===== src/rtl/core/delayed_frame_episode_monitor_assert.svh =====
// ----------------------------------------------------------------------------
// delayed frame episode monitor assertion macros
// shared property wrappers, clocked on the rising edge, off during reset
// ----------------------------------------------------------------------------
`ifndef DELAYED_FRAME_EPISODE_MONITOR_ASSERT_SVH
`define DELAYED_FRAME_EPISODE_MONITOR_ASSERT_SVH

// same-cycle implication
`define DFEM_ASSERT_IMP(label, clk, rst_n, ante, cons, msg) \
    label: assert property (@(posedge clk) disable iff (!rst_n) (ante) |-> (cons)) \
        else $error(msg);

// next-cycle implication
`define DFEM_ASSERT_NXT(label, clk, rst_n, ante, cons, msg) \
    label: assert property (@(posedge clk) disable iff (!rst_n) (ante) |=> (cons)) \
        else $error(msg);

`endif


===== src/rtl/core/dfem_pkg.sv =====
// ----------------------------------------------------------------------------
// dfem_pkg
// shared widths, constants and controller/datapath interface types
// ----------------------------------------------------------------------------
package dfem_pkg;

    // input word and configuration
    localparam int IN_W         = 32;
    localparam int CFG_IDX_W    = 2;
    localparam int CFG_DATA_W   = 32;
    localparam int THR_W        = 32;
    localparam int LIM_W        = 8;
    localparam int RUN_W        = 4;

    // register indexes
    localparam logic [CFG_IDX_W-1:0] CFG_SLOW_THRESHOLD = 2'd0;
    localparam logic [CFG_IDX_W-1:0] CFG_SLOW_LIMIT     = 2'd1;
    localparam logic [CFG_IDX_W-1:0] CFG_NORMAL_LIMIT   = 2'd2;

    // register reset values
    localparam logic [THR_W-1:0] THR_RESET = 32'd30000000;
    localparam logic [LIM_W-1:0] LIM_RESET = 8'd60;
    localparam logic [RUN_W-1:0] RUN_RESET = 4'd3;

    // result word
    localparam int CNT_W        = 9;
    localparam int MS_W         = 13;
    localparam int OUT_FIELDS_W = CNT_W + 2 * MS_W;
    localparam int OUT_TDATA_W  = ((OUT_FIELDS_W + 7) / 8) * 8;

    // ns to ms scaling and divider sizing
    localparam int NS_W = 20;
    localparam logic [NS_W-1:0] NS_PER_MS = 20'd1000000;
    localparam int PROD_W = CNT_W + NS_W;
    localparam int DIV_W  = PROD_W + MS_W;
    localparam int STEP_W = $clog2(MS_W);

    // default saturation width of a wait
    localparam int DURATION_BITS_DEF = 32;

    typedef struct packed {
        logic accept;
        logic step;
        logic last_max;
        logic last_avg;
        logic out_load;
    } dfem_cmd_t;

    typedef struct packed {
        logic report;
    } dfem_stat_t;

endpackage


===== src/rtl/core/dfem_ctrl.sv =====
// ----------------------------------------------------------------------------
// dfem_ctrl
// sequencer for word intake, the two divisions and the result register
// ----------------------------------------------------------------------------
`include "delayed_frame_episode_monitor_assert.svh"

module dfem_ctrl (
    input  logic                clk,
    input  logic                rst_n,
    input  logic                s_tvalid,
    output logic                s_tready,
    output logic                m_tvalid,
    input  logic                m_tready,
    input  dfem_pkg::dfem_stat_t stat,
    output dfem_pkg::dfem_cmd_t  cmd
);
    import dfem_pkg::*;

    localparam logic [1:0] ST_IDLE    = 2'd0;
    localparam logic [1:0] ST_DIV_MAX = 2'd1;
    localparam logic [1:0] ST_DIV_AVG = 2'd2;
    localparam logic [1:0] ST_HOLD    = 2'd3;

    logic [1:0]        state_reg;
    logic [1:0]        state_next;
    logic [STEP_W-1:0] step_reg;
    logic [STEP_W-1:0] step_next;
    logic              m_valid_reg;
    logic              m_valid_next;
    logic              step_last;

    assign step_last = (step_reg == STEP_W'(MS_W - 1));
    assign s_tready  = (state_reg == ST_IDLE);
    assign m_tvalid  = m_valid_reg;

    always_comb
    begin
        state_next   = state_reg;
        step_next    = step_reg;
        cmd          = '0;
        m_valid_next = m_valid_reg && !m_tready;
        unique case (state_reg)
            ST_IDLE:
            begin
                cmd.accept = s_tvalid;
                step_next  = '0;
                if (s_tvalid && stat.report)
                begin
                    state_next = ST_DIV_MAX;
                end
            end
            ST_DIV_MAX:
            begin
                cmd.step     = 1'b1;
                cmd.last_max = step_last;
                step_next    = step_last ? '0 : step_reg + 1'b1;
                if (step_last)
                begin
                    state_next = ST_DIV_AVG;
                end
            end
            ST_DIV_AVG:
            begin
                cmd.step     = 1'b1;
                cmd.last_avg = step_last;
                step_next    = step_last ? '0 : step_reg + 1'b1;
                if (step_last)
                begin
                    state_next = ST_HOLD;
                end
            end
            ST_HOLD:
            begin
                if (!m_valid_reg || m_tready)
                begin
                    cmd.out_load = 1'b1;
                    m_valid_next = 1'b1;
                    state_next   = ST_IDLE;
                end
            end
            default:
            begin
                state_next = ST_IDLE;
            end
        endcase
    end

    always_ff @(posedge clk or negedge rst_n)
    begin
        if (!rst_n)
        begin
            state_reg   <= ST_IDLE;
            step_reg    <= '0;
            m_valid_reg <= 1'b0;
        end
        else
        begin
            state_reg   <= state_next;
            step_reg    <= step_next;
            m_valid_reg <= m_valid_next;
        end
    end

    `DFEM_ASSERT_NXT(a_report_starts_div, clk, rst_n, cmd.accept && stat.report, state_reg == ST_DIV_MAX, "report did not start division")
    `DFEM_ASSERT_IMP(a_valid_from_load, clk, rst_n, $rose(m_valid_reg), $past(cmd.out_load), "result valid without a load")
    `DFEM_ASSERT_IMP(a_no_overwrite, clk, rst_n, cmd.out_load, !m_valid_reg || m_tready, "pending result overwritten")
    `DFEM_ASSERT_IMP(a_step_bound, clk, rst_n, state_reg == ST_DIV_MAX || state_reg == ST_DIV_AVG, step_reg < STEP_W'(MS_W), "division step count out of range")
    `DFEM_ASSERT_NXT(a_avg_done_to_hold, clk, rst_n, cmd.last_avg, state_reg == ST_HOLD, "mean division did not end in hold")

endmodule


===== src/rtl/core/dfem_dpath.sv =====
// ----------------------------------------------------------------------------
// dfem_dpath
// episode state, config registers, shared restoring divider, result register
// ----------------------------------------------------------------------------
module dfem_dpath #(
    parameter int DURATION_BITS = dfem_pkg::DURATION_BITS_DEF
) (
    input  logic                              clk,
    input  logic                              rst_n,
    input  logic [dfem_pkg::IN_W-1:0]         wait_duration_ns,
    input  logic                              cfg_we,
    input  logic [dfem_pkg::CFG_IDX_W-1:0]    cfg_index,
    input  logic [dfem_pkg::CFG_DATA_W-1:0]   cfg_data,
    input  dfem_pkg::dfem_cmd_t               cmd,
    output dfem_pkg::dfem_stat_t              stat,
    output logic [dfem_pkg::OUT_TDATA_W-1:0]  m_tdata
);
    import dfem_pkg::*;

    localparam int SAT_W  = (DURATION_BITS < IN_W) ? DURATION_BITS : IN_W;
    localparam int TOT_W  = SAT_W + 10;
    localparam int NTOT_W = SAT_W + RUN_W;

    // configuration
    logic [THR_W-1:0] thr_reg;
    logic [LIM_W-1:0] lim_reg;
    logic [RUN_W-1:0] nlim_reg;

    // episode state
    logic [TOT_W-1:0]  tot_reg,  tot_next;
    logic [CNT_W-1:0]  cnt_reg,  cnt_next;
    logic [NTOT_W-1:0] ntot_reg, ntot_next;
    logic [RUN_W-1:0]  run_reg,  run_next;
    logic [SAT_W-1:0]  long_reg, long_next;

    // divider and snapshot
    logic [DIV_W-1:0]  rem_reg;
    logic [DIV_W-1:0]  dvs_reg;
    logic [MS_W-1:0]   quo_reg;
    logic [MS_W-1:0]   quo_next;
    logic [DIV_W:0]    diff;
    logic              ge;
    logic [PROD_W-1:0] prod_reg;
    logic [CNT_W-1:0]  n_reg;
    logic [TOT_W-1:0]  sum_reg;
    logic [MS_W-1:0]   max_ms_reg;

    // result word
    logic [CNT_W-1:0] out_cnt_reg;
    logic [MS_W-1:0]  out_avg_reg;
    logic [MS_W-1:0]  out_max_reg;

    logic [SAT_W-1:0] dur_sat;
    logic             slow;
    logic             open_ep;
    logic             report;
    logic [CNT_W-1:0] n_cur;
    logic [TOT_W-1:0] sum_cur;

    // saturate the wait to the stored duration width
    generate
        if (SAT_W < IN_W)
        begin : g_sat
            assign dur_sat = (|wait_duration_ns[IN_W-1:SAT_W]) ? {SAT_W{1'b1}}
                                                                : wait_duration_ns[SAT_W-1:0];
        end
        else
        begin : g_nosat
            assign dur_sat = wait_duration_ns[SAT_W-1:0];
        end
    endgenerate

    assign slow    = (THR_W'(dur_sat) >= thr_reg);
    assign open_ep = (tot_reg != '0);
    assign n_cur   = cnt_reg - CNT_W'(run_reg);
    assign sum_cur = tot_reg - TOT_W'(ntot_reg);

    always_comb
    begin
        tot_next  = tot_reg;
        cnt_next  = cnt_reg;
        ntot_next = ntot_reg;
        run_next  = run_reg;
        long_next = long_reg;
        report    = 1'b0;
        if (slow)
        begin
            if (cnt_reg < CNT_W'(lim_reg))
            begin
                ntot_next = '0;
                run_next  = '0;
                tot_next  = tot_reg + TOT_W'(dur_sat);
                cnt_next  = cnt_reg + 1'b1;
                long_next = (dur_sat > long_reg) ? dur_sat : long_reg;
            end
            else
            begin
                // report the old episode, this wait opens a new one
                report    = 1'b1;
                ntot_next = '0;
                run_next  = '0;
                tot_next  = TOT_W'(dur_sat);
                cnt_next  = CNT_W'(1);
                long_next = dur_sat;
            end
        end
        else if (open_ep)
        begin
            if (run_reg < nlim_reg)
            begin
                tot_next  = tot_reg + TOT_W'(dur_sat);
                cnt_next  = cnt_reg + 1'b1;
                ntot_next = ntot_reg + NTOT_W'(dur_sat);
                run_next  = run_reg + 1'b1;
            end
            else
            begin
                report    = 1'b1;
                tot_next  = '0;
                cnt_next  = '0;
                ntot_next = '0;
                run_next  = '0;
                long_next = '0;
            end
        end
    end

    assign stat.report = report;

    // restoring divider step, one quotient bit per cycle
    assign diff     = {1'b0, rem_reg} - {1'b0, dvs_reg};
    assign ge       = !diff[DIV_W];
    assign quo_next = {quo_reg[MS_W-2:0], ge};

    always_ff @(posedge clk or negedge rst_n)
    begin
        if (!rst_n)
        begin
            thr_reg  <= THR_RESET;
            lim_reg  <= LIM_RESET;
            nlim_reg <= RUN_RESET;
            tot_reg  <= '0;
            cnt_reg  <= '0;
            ntot_reg <= '0;
            run_reg  <= '0;
            long_reg <= '0;
        end
        else
        begin
            if (cfg_we)
            begin
                unique case (cfg_index)
                    CFG_SLOW_THRESHOLD: thr_reg  <= cfg_data[THR_W-1:0];
                    CFG_SLOW_LIMIT:     lim_reg  <= cfg_data[LIM_W-1:0];
                    CFG_NORMAL_LIMIT:   nlim_reg <= cfg_data[RUN_W-1:0];
                    default:            ;
                endcase
            end
            if (cmd.accept)
            begin
                tot_reg  <= tot_next;
                cnt_reg  <= cnt_next;
                ntot_reg <= ntot_next;
                run_reg  <= run_next;
                long_reg <= long_next;
            end
        end
    end

    always_ff @(posedge clk)
    begin
        if (cmd.accept && report)
        begin
            // snapshot the closing episode, start with the maximum
            n_reg    <= n_cur;
            sum_reg  <= sum_cur;
            prod_reg <= PROD_W'(n_cur) * PROD_W'(NS_PER_MS);
            rem_reg  <= DIV_W'(long_reg);
            dvs_reg  <= DIV_W'(NS_PER_MS) << (MS_W - 1);
            quo_reg  <= '0;
        end
        else if (cmd.last_max)
        begin
            max_ms_reg <= quo_next;
            rem_reg    <= DIV_W'(sum_reg);
            dvs_reg    <= DIV_W'(prod_reg) << (MS_W - 1);
            quo_reg    <= '0;
        end
        else if (cmd.step)
        begin
            rem_reg <= ge ? diff[DIV_W-1:0] : rem_reg;
            dvs_reg <= dvs_reg >> 1;
            quo_reg <= quo_next;
        end
        if (cmd.out_load)
        begin
            out_cnt_reg <= n_reg;
            out_avg_reg <= (n_reg == '0) ? '0 : quo_reg;
            out_max_reg <= max_ms_reg;
        end
    end

    assign m_tdata = {{(OUT_TDATA_W - OUT_FIELDS_W){1'b0}}, out_max_reg, out_avg_reg, out_cnt_reg};

endmodule


===== src/rtl/core/delayed_frame_episode_monitor.sv =====
// ----------------------------------------------------------------------------
// delayed_frame_episode_monitor
// groups slow frame waits into episodes and reports count, mean and maximum
// ----------------------------------------------------------------------------
//  channel   signals                               carries
//  s_*       s_tvalid s_tready s_tdata[31:0]       one frame wait in ns per word
//  m_*       m_tvalid m_tready m_tdata[39:0]       one episode report per word
//  cfg_*     cfg_valid cfg_ready cfg_index cfg_data register write, always ready
//
//  a word that gives no report leaves the input ready, the next word follows
//  a word that closes an episode runs the shared divider twice, 13 steps each
//  (maximum, then mean), so the input is busy through both divisions and the
//  hold state, plus any wait for the result register to free up
//  the result register lets a new word in while a report waits on m_tready
//  rst_n clears the episode and loads the register defaults, no clearing pass
// ----------------------------------------------------------------------------
module delayed_frame_episode_monitor #(
    parameter int DURATION_BITS = dfem_pkg::DURATION_BITS_DEF
) (
    input  logic                              clk,
    input  logic                              rst_n,
    // input words
    input  logic                              s_tvalid,
    output logic                              s_tready,
    input  logic [dfem_pkg::IN_W-1:0]         s_tdata,   // [31:0] wait_duration_ns
    // report words
    output logic                              m_tvalid,
    input  logic                              m_tready,
    output logic [dfem_pkg::OUT_TDATA_W-1:0]  m_tdata,   // [8:0] slow_count,
                                                         // [21:9] average_ms,
                                                         // [34:22] maximum_ms, rest zero
    // register writes: 0 slow_threshold_ns, 1 slow_count_limit, 2 normal_run_limit
    input  logic                              cfg_valid,
    output logic                              cfg_ready,
    input  logic [dfem_pkg::CFG_IDX_W-1:0]    cfg_index,
    input  logic [dfem_pkg::CFG_DATA_W-1:0]   cfg_data
);
    import dfem_pkg::*;

    dfem_cmd_t  cmd;
    dfem_stat_t stat;

    // writes must come only while idle, the block does not enforce it, and they are always taken
    assign cfg_ready = 1'b1;

    // sequencer: intake, division steps, result handoff
    dfem_ctrl u_ctrl (
        .clk      (clk),
        .rst_n    (rst_n),
        .s_tvalid (s_tvalid),
        .s_tready (s_tready),
        .m_tvalid (m_tvalid),
        .m_tready (m_tready),
        .stat     (stat),
        .cmd      (cmd)
    );

    // episode bookkeeping, divider and result register
    dfem_dpath #(
        .DURATION_BITS (DURATION_BITS)
    ) u_dpath (
        .clk              (clk),
        .rst_n            (rst_n),
        .wait_duration_ns (s_tdata),
        .cfg_we           (cfg_valid && cfg_ready),
        .cfg_index        (cfg_index),
        .cfg_data         (cfg_data),
        .cmd              (cmd),
        .stat             (stat),
        .m_tdata          (m_tdata)
    );

endmodule


===== config.mk =====
export PLATFORM = sky130hd
export DESIGN_NAME = delayed_frame_episode_monitor
export DESIGN_NICKNAME = d
export VERILOG_FILES = /design/src/rtl/core/dfem_pkg.sv /design/src/rtl/core/dfem_ctrl.sv /design/src/rtl/core/dfem_dpath.sv /design/src/rtl/core/delayed_frame_episode_monitor.sv
export VERILOG_INCLUDE_DIRS = /design/src /design/src/rtl/core
export SDC_FILE = /design/constraint.sdc
export NUM_CORES = 1
export LEC_CHECK = 0
export BUFFER_PORTS_ARGS = -buffer_cell sky130_fd_sc_hd__buf_2
export CAP_MARGIN = 20
export CORE_ASPECT_RATIO = 1.25
export CORE_UTILIZATION = 25
export DETAILED_ROUTE_END_ITERATION = 7
export SLEW_MARGIN = 5
export SYNTH_ARGS = -nofsm -noshare
export SYNTH_HDL_FRONTEND = slang
export SYNTH_SLANG_ARGS = --single-unit
export TNS_END_PERCENT = 100

===== constraint.sdc =====
create_clock -name clk -period 8 [get_ports clk]
set_input_delay 0.8 -clock clk [delete_from_list [all_inputs] [get_ports clk]]
set_output_delay 0.8 -clock clk [all_outputs]
set_load 0.05 [all_outputs]

==> results.yml, run 1 <==
grt:
  grt_pass1_wl_mm: 111
  grt_usage_pct: 13.2
  overflow: 0
  antenna_found_initial: 1
  grt_pass1_vias: 20300
  grt_max_degree: 71
drt:
  drtIter0Drc: 955
  drcViolationCount: 0
  wl_per_cell_um: 16.6
  drt_wl_total_mm: 70.3
  ant_nets: 0
  vias_per_cell: 4.80
  first_pass_iters: 5
  vias: 20300
synth:
  synth_edf_count: 151
  netlist_instances: 2761
  ys_seq_area_share_pct: 39.1
  synth_area_mm2: 0.0261
  synthArstFlopShare_pct: 44.7
  synth-main-ff-cell: "dfrtp_1"
  synth_warnings: 0
  syn_area_per_cell_um2: 9.44
  ys_types: 76
  ys_ff_latch: 389
cts:
  cts_max_level: 2
  cts_resized: 0
  cts_setup_buffers: 0
  cts_inserted_buffers: 46
  cts_hold_buf: 0
  cts_tree: "built"
  clock-sinks: 389
  clk_latency_ps: 610
  cts_max_path_buffers: 3
  ctsRootBufferMaster: "clkbuf_16"
  clk_pin_slew_ps: 60
place:
  place_hpwl_mm: 53.6
  place_congestion: 0.863
  placed_cells: 4141
  port_buffers: 107
  place_area_mm2: 0.0282
cells_and_area:
  area_growth_pct: 13.9
  diodes: 0
  final-seq-area_mm2: 0.0102
  final_cell_count_no_fill: 4227
  nets: 3233
  multiInputGateArea_mm2: 0.0146
  drive_above_1_share_pct: 9.14
  fin_area_mm2: 0.0297
  fillers: 10800
setup_path:
  start_kind: "flop"
  critPathLaunch: "u_dpath.run_reg[1]"
  critical_path.max_fanout: 8
  end_kind: "flop"
  r2r_end: "u_dpath.prod_reg[28]"
  r2r_setup_slack_ps: 1930
  r2r-start: "u_dpath.run_reg[1]"
  worstPathArrival_ps: 6410
  worstPathRequired_ps: 8340
  path_class: "reg -> reg"
  r2r_cells: 22
  cp-endpoint: "u_dpath.prod_reg[28]"
run:
  maxCapViolCount: 0
sta:
  setup_viol_count_final: 0
  fin_tns_setup_ps: 0
  rsz0062_at_grt: "no"
  finClkSkew_ps: 33.7
  finalCriticalPeriod_ps: 6070
  drv_slew: 0
  tightest_slew_ps: 1030
  fin_crit_sh_pct: 75.9
  max_slew_margin_pct: 30.7
  hold_viol: 0
  max_freq_mhz: 165
die:
  core_mm2: 0.104
  fp.dieW_um: 291
  rows: 132
  die_h_um: 363
  die-area_mm2: 0.106
  initial_core_util_pct: 25.2
  ios: 114
outcome:
  status: "finished clean"
worst_hold_path:
  hp-class: "in -> async"
## logic make-up after synthesis
| kind of cell | after synthesis | share of synthesized area (%) |
|---|---|---|
| and+or+nand+nor | 693 | 12.4 |
| DFF | 389 | 39.1 |
| adders and majority gates | 312 | 15.7 |
| buffers and inverters | 343 | 5.13 |
| muxes | 77 | 3.03 |
| AOI/OAI and AO/OA | 781 | 19.1 |
| xor gates and xnor gates | 164 | 5.51 |
| other | 2 | 0.0288 |
## synth_stat cells, drive strengths merged, types with 11 or more instances
| master | count | share of area [%] |
|---|---|---|
| xnor2 | 93 | 3.1 |
| and2 | 33 | 0.79 |
| and3 | 21 | 0.50 |
| fa | 25 | 1.9 |
| ha | 287 | 14 |
| o21ai | 183 | 3.5 |
| xor2 | 71 | 2.4 |
| mux2 | 15 | 0.65 |
| nor2b | 20 | 0.48 |
| o22ai | 29 | 0.70 |
| a211oi | 66 | 1.9 |
| a31oi | 27 | 0.71 |
| a21oi | 196 | 3.8 |
| mux2i | 62 | 2.4 |
| or3 | 11 | 0.26 |
| nand2 | 225 | 3.2 |
| nor3 | 30 | 0.58 |
| nand4 | 39 | 0.94 |
| clkbuf | 68 | 0.98 |
| dfstp | 16 | 1.6 |
| a21o | 82 | 2.4 |
| o31ai | 12 | 0.35 |
| inv | 249 | 3.6 |
| nor2 | 195 | 2.8 |
| nand2b | 29 | 0.70 |
| buf | 26 | 0.57 |
| a22oi | 32 | 0.92 |
| o211ai | 27 | 0.80 |
| nand3 | 45 | 0.86 |
| o21a | 24 | 0.69 |
| dfxtp | 64 | 4.9 |
| edfxtp | 151 | 17 |
| nor4 | 16 | 0.38 |
| o21bai | 23 | 0.66 |
| dfrtp | 158 | 15 |
## layout make-up
class                      instances  area share, %
inverter                         249           3.16
sequential                       389           34.3
tap                             1340           5.64
clock inverter                    23          0.855
multi-input combinational       2033           49.2
timing repair buffer             131           2.55
clock buffer                      62           4.25
## worst min path at each step
stage / cells after the start / end / from / slack (ps)
final: 1 / u_dpath.ntot_reg[29] / rst_n / 160
after floorplan: 0 / u_dpath.out_max_reg[0] / u_dpath.max_ms_reg[0] / 400
after global routing: 1 / u_dpath.ntot_reg[28] / rst_n / 160
after CTS: 1 / u_dpath.thr_reg[29] / rst_n / 130
after global placement: 0 / u_dpath.out_max_reg[2] / u_dpath.max_ms_reg[2] / 400
after detailed placement: 0 / u_dpath.out_max_reg[0] / u_dpath.max_ms_reg[0] / 400
## metal layers
metal,global-route usage (%),part of all wire (%)
met1,14.9,41
met2,24.8,52
met3,1.84,3.5
met4,5.14,3.7
met5,0,0
## per-stage QoR
stage                     setup slack [ps]  hold slack [ps]  util (%)
after global routing                  1580              160      28.7
after global placement                1960              403      27.2
after floorplan                       1710              400         -
after detailed placement              1890              405      27.2
after CTS                             1860              127      28.7
final                                 1930              155      28.7
## worst max-delay path, stage by stage (launching register included)
cell	delay, ps
dfrtp_1	430
inv_1	120
ha_1	300
a21o_1	180
a21o_1	190
a21o_1	190
nor2_1	110
xor2_1	700
fa_1	550
ha_1	280
inv_1	50
fa_1	500
fa_1	550
inv_1	40
ha_1	340
and2_1	190
nand2_1	70
a31oi_1	50
a211o_1	330
a211oi_1	280
o21bai_1	110
a21oi_1	180
xnor2_1	70
## cell usage in the layout (no fill, tap or decap), drive strengths merged, types with 93 or more instances in the layout
master  instances
a21oi         196
xnor2          93
edfxtp        151
o21ai         183
inv           252
dfrtp         158
ha            287
nand2         225
buf           130
nor2          195
Power of run 1 is left out: the tool's default activity adds up to more than one toggle a clock period on the data nets, which glitch-free logic cannot reach.
==> run 2, diff against run 1 <==
==> constraint.sdc (replaced) <==
create_clock -name clk -period 5.4 [get_ports clk]
set_input_delay 0.54 -clock clk [delete_from_list [all_inputs] [get_ports clk]]
set_output_delay 0.54 -clock clk [all_outputs]
set_load 0.05 [all_outputs]
==> run 2 against run 1 <==
  * Critical path depth rose by 1
  * Flip-flop and latch count unchanged
  * Worst setup slack got worse by 1800 ps
  * Register-to-register slack worse by 1800 ps
  * Worst hold slack worse by 29 ps
  * Via count increased by 1.9%
  * Critical endpoint unchanged
==> results.yml, run 2 (same netlist as run 1, synthesis figures left out) <==
setup_path:
  path_class: "reg -> reg"
  worstPathRequired_ps: 5730
  critical_path.max_fanout: 5
  start_kind: "flop"
  worstPathArrival_ps: 5560
  end_kind: "flop"
grt:
  grt_pass1_vias: 20500
  overflow: 0
  antenna_found_initial: 4
  grt_pass1_wl_mm: 111
  grt_usage_pct: 13.2
  grt_max_degree: 157
die:
  die_h_um: 363
  ios: 114
  initial_core_util_pct: 25.2
  die-area_mm2: 0.106
  fp.dieW_um: 291
  rows: 132
  core_mm2: 0.104
cts:
  ctsRootBufferMaster: "clkbuf_16"
  cts_tree: "built"
  cts_inserted_buffers: 47
  clock-sinks: 389
  clk_latency_ps: 620
  cts_max_level: 2
  cts_max_path_buffers: 3
  clk_pin_slew_ps: 60
drt:
  drt_wl_total_mm: 71.1
  ant_nets: 0
  dr.max_layer_used: "met5"
  vias: 20700
  met1_length_mm: 29.5
  wl_met2_mm: 36.1
  dr_wl_met3_mm: 2.87
  vias_per_cell: 4.84
  first_pass_iters: 6
  drcViolationCount: 0
  drtIter0Drc: 1092
  wl_per_cell_um: 16.6
cells_and_area:
  final_cell_mix: "ha_1 (278), inv_1 (247), nand2_1 (225)"
  final_cell_count_no_fill: 4273
  nets: 3277
  area_growth_pct: 16.3
  layout_commonest_cell: "ha_1"
  drive_above_1_share_pct: 11.4
  diodes: 0
place:
  place_hpwl_mm: 53.9
  placed_cells: 4178
  port_buffers: 107
  place_congestion: 0.849
sta:
  max_freq_mhz: 191
  holdWs_ps: 126
  tightest_slew_ps: 1070
  setup_viol_count_final: 0
  fin_crit_sh_pct: 96.8
  max_slew_margin_pct: 28.6
  finClkSkew_ps: 45.5
  finalCriticalPeriod_ps: 5230
  drv_slew: 0
  hold_viol: 0
run:
  maxCapViolCount: 0
outcome:
  status: "finished clean"
worst_hold_path:
  hp-class: "in -> reg"
[run 2: timing repair]
| action | 4_1_cts | 5_1_grt |
|---|---|---|
| setup buffers | 2 | 4 |
| resized for setup | 5 | 14 |
| endpoints found under the hold margin | 18 | 0 |
| setup endpoints to repair | 3 | 3 |
| hold buffers | 1 | 0 |
| pin swaps | 0 | 13 |
[run 2: area by class of cell]
class                   instances  area (um2)
flip-flops and latches        389       10200
fillers                     10800       73200
repair buffers                174        1090
clock inverters                21         307
well taps                    1340        1680
clock buffers                  67        1370
multi-input cells            2033       14800
inverters                     249         940
[run 2: routing by layer]
layer | vias to the layer above | global-route usage (%)
met3 | 134 | 2.01
li1 | 10200 | -
met2 | 435 | 24.7
met4 | 2 | 5.03
met1 | 9897 | 15.1
met5 | - | 0
[run 2: path summary, 6_finish.rpt]
kind,slack (ps),cells past startpoint,to,startpoint
max in group asynchronous,3730,3,u_dpath.run_reg[0],rst_n
worst max register to register,170,23,u_dpath.prod_reg[28],u_dpath.cnt_reg[0]
worst max-delay path,170,23,u_dpath.prod_reg[28],u_dpath.cnt_reg[0]
min in group asynchronous,380,2,u_dpath.ntot_reg[35],rst_n
worst min register to register,420,0,u_dpath.out_max_reg[0],u_dpath.max_ms_reg[0]
worst min-delay path,130,3,u_dpath.thr_reg[25],cfg_data[25]
[run 2: through the flow]
stage | setup WS (ps) | cell area (um2) | utilization (%) | setup TNS (ps)
floorplan | 5.36 | 26100 | - | 0
global placement | -66.5 | 28500 | 27.5 | -66.5
detailed placement | -122 | 28500 | 27.5 | -157
CTS | 14.8 | 30200 | 29.2 | 0
global route | -32.0 | 30300 | 29.3 | -32.0
finish | 171 | 30300 | 29.3 | 0
[run 2: critical path, cell delays in order, from the launching register on]
cell and delay, ps:
dfrtp_1 370, inv_1 50, ha_1 130, inv_1 60, fa_2 370, a21o_1 170, a21o_1 220, xnor2_2 140
buf_4 160, fa_1 580, ha_4 210, fa_1 490, inv_1 50, fa_1 520, inv_1 60, ha_4 240
and2_1 140, nand2_1 70, a31oi_1 60, a211o_1 290, a211oi_2 200, o21bai_1 100, a21oi_1 190, xnor2_1 90
Power of run 2 is left out for the same reason.
==> run 3, diff against run 2 <==
--- a/config.mk
+++ b/config.mk
@@ -9,8 +9,10 @@
 export BUFFER_PORTS_ARGS = -buffer_cell sky130_fd_sc_hd__buf_2
 export CAP_MARGIN = 20
 export CORE_ASPECT_RATIO = 1.25
-export CORE_UTILIZATION = 25
+export CORE_MARGIN = 4
+export CORE_UTILIZATION = 57
 export DETAILED_ROUTE_END_ITERATION = 7
+export PLACE_DENSITY = 0.78
 export SLEW_MARGIN = 5
 export SYNTH_ARGS = -nofsm -noshare
 export SYNTH_HDL_FRONTEND = slang
==> run 3 against run 2 <==
  * Via count increased by 3.4%
  * Cell count decreased by 18%
  * Routed wire length decreased by 3.8%
  * Register-to-register slack improved by 50 ps
  * Design area decreased by 4.4%
  * Critical path type unchanged
  * Core utilization increased by 35 points
  * First-iteration DRC count increased by 21%
  * Clock skew decreased by 29 ps
  * Highest routed layer is now met4
  * Non-clock buffer count decreased by 9
  * Critical path depth unchanged
  * Die area decreased by 53%
  * Sequential share of layout area increased by 1.5 points
==> results.yml, run 3 (same netlist as run 1, synthesis figures left out) <==
outcome:
  status: "finished clean"
sta:
  fin_crit_sh_pct: 96.0
  max_slew_margin_pct: 31.4
  hold_viol: 0
  tightest_slew_ps: 1020
  rsz0062_at_grt: "yes"
  finClkSkew_ps: 16.2
  max_freq_mhz: 193
  finalCriticalPeriod_ps: 5180
  setup_viol_count_final: 0
  drv_slew: 0
cts:
  cts_max_level: 2
  clock-sinks: 389
  clk_pin_slew_ps: 70
  cts_inserted_buffers: 40
  ctsRootBufferMaster: "clkbuf_16"
  clk_latency_ps: 580
  cts_tree: "built"
  cts_max_path_buffers: 3
setup_path:
  r2r-start: "u_dpath.cnt_reg[0]"
  r2r_cells: 23
  worst_path_most_repeated_cell: "inv_1"
  worstPathRequired_ps: 5720
  r2r_end: "u_dpath.prod_reg[27]"
  slowest_delay_ps: 530
  critical_path.max_fanout: 4
  r2r_setup_slack_ps: 220
  start_kind: "flop"
  end_kind: "flop"
  worstPathArrival_ps: 5500
  path_class: "reg -> reg"
  cp_cell_sequence: "inv_1 > ha_2 > inv_2 > fa_2 > a21o_1 > a21o_4 > nor2_2 > xor2_2 > ha_1 > inv_1 > ha_1 > fa_1 > inv_1 > fa_1 > inv_1 > ha_1 > ha_4 > nor2_1 > nor2_2 > o41ai_4 > o21bai_1 > a21oi_2 > xnor2_1"
  cp_slowest_cell: "fa_1"
worst_hold_path:
  hp-class: "in -> reg"
  hold_path_end: "u_dpath.thr_reg[12]"
  hold_depth: 3
  min_from: "cfg_data[12]"
die:
  die_h_um: 247
  ios: 114
  die-area_mm2: 0.0493
  fp.dieW_um: 199
  rows: 87
  core_mm2: 0.0452
  initial_core_util_pct: 57.7
cells_and_area:
  nets: 3261
  diodes: 0
  area_growth_pct: 11.2
  fillers: 3615
  multiInputGateArea_mm2: 0.0148
  drive_above_1_share_pct: 10.8
  layout_commonest_cell: "ha_1"
  final_cell_count_no_fill: 3487
  final-seq-area_mm2: 0.0102
  final_cell_mix: "ha_1 (280), inv_1 (246), nand2_1 (225)"
drt:
  wl_per_cell_um: 19.6
  drt_wl_total_mm: 68.4
  first_pass_iters: 6
  vias_per_cell: 6.13
  drcViolationCount: 0
  vias: 21400
  drtIter0Drc: 1321
  ant_nets: 0
run:
  maxCapViolCount: 0
place:
  placed_cells: 3408
  place_hpwl_mm: 51.8
  port_buffers: 107
  place_congestion: 0.928
grt:
  grt_max_degree: 71
  grt_pass1_wl_mm: 108
  grt_usage_pct: 27.3
  grt_pass1_vias: 21400
  antenna_found_initial: 0
  overflow: 0
run 3: routing by layer:
layer	track usage (%)	part of all wire (%)	routed length, um
met2	48.6	50	34200
met5	0	0	0
met4	13.6	5.5	3750
met1	31.8	39	26800
met3	4.46	5.3	3600
run 3: what timing repair did:
action,in CTS,in global routing
pin swaps,3,16
hold buffers,1,0
resized for setup,5,21
hold endpoints to repair,52,0
setup endpoints to repair,2,4
buffers inserted,0,5
run 3: worst max path at each step:
stage                             startpoint              endpoint  slack (ps)  cells past startpoint
after floorplan           u_dpath.run_reg[1]  u_dpath.prod_reg[28]           5                     22
after global placement    u_dpath.cnt_reg[0]  u_dpath.prod_reg[28]          40                     22
after detailed placement  u_dpath.cnt_reg[0]  u_dpath.prod_reg[28]         -80                     24
after CTS                 u_dpath.cnt_reg[0]  u_dpath.prod_reg[28]          20                     22
after global routing      u_dpath.run_reg[1]  u_dpath.prod_reg[26]         -30                     23
final                     u_dpath.cnt_reg[0]  u_dpath.prod_reg[27]         220                     23
run 3: per-stage QoR:
step	setup WS, ps	instance area [um2]	utilization, %	hold WS, ps	TNS (ps)
after global routing	-28.3	29000	64.2	167	-70.5
after global placement	38.8	27500	60.8	400	0
final	217	29000	64.2	160	0
after floorplan	5.36	26100	-	244	0
after CTS	18.4	28800	63.8	143	0
after detailed placement	-82.8	27500	60.8	405	-114
run 3: final cells by class:
class	count	area share [%]
Multi-Input combinational cell	2033	50.9
Tap cell	578	2.49
Clock buffer	51	3.81
Clock inverter	22	0.802
Timing Repair Buffer	165	3.61
Sequential cell	389	35.1
Inverter	249	3.23
run 3: critical path: cells and delay by family (launching register included):
family	cells	cell delay (ps)
flops	1	380
compound gates	5	790
simple gates	3	350
xor+xnor	2	350
fa+ha+maj	8	2780
buf+inv	5	300
Power of run 3 is left out for the same reason.
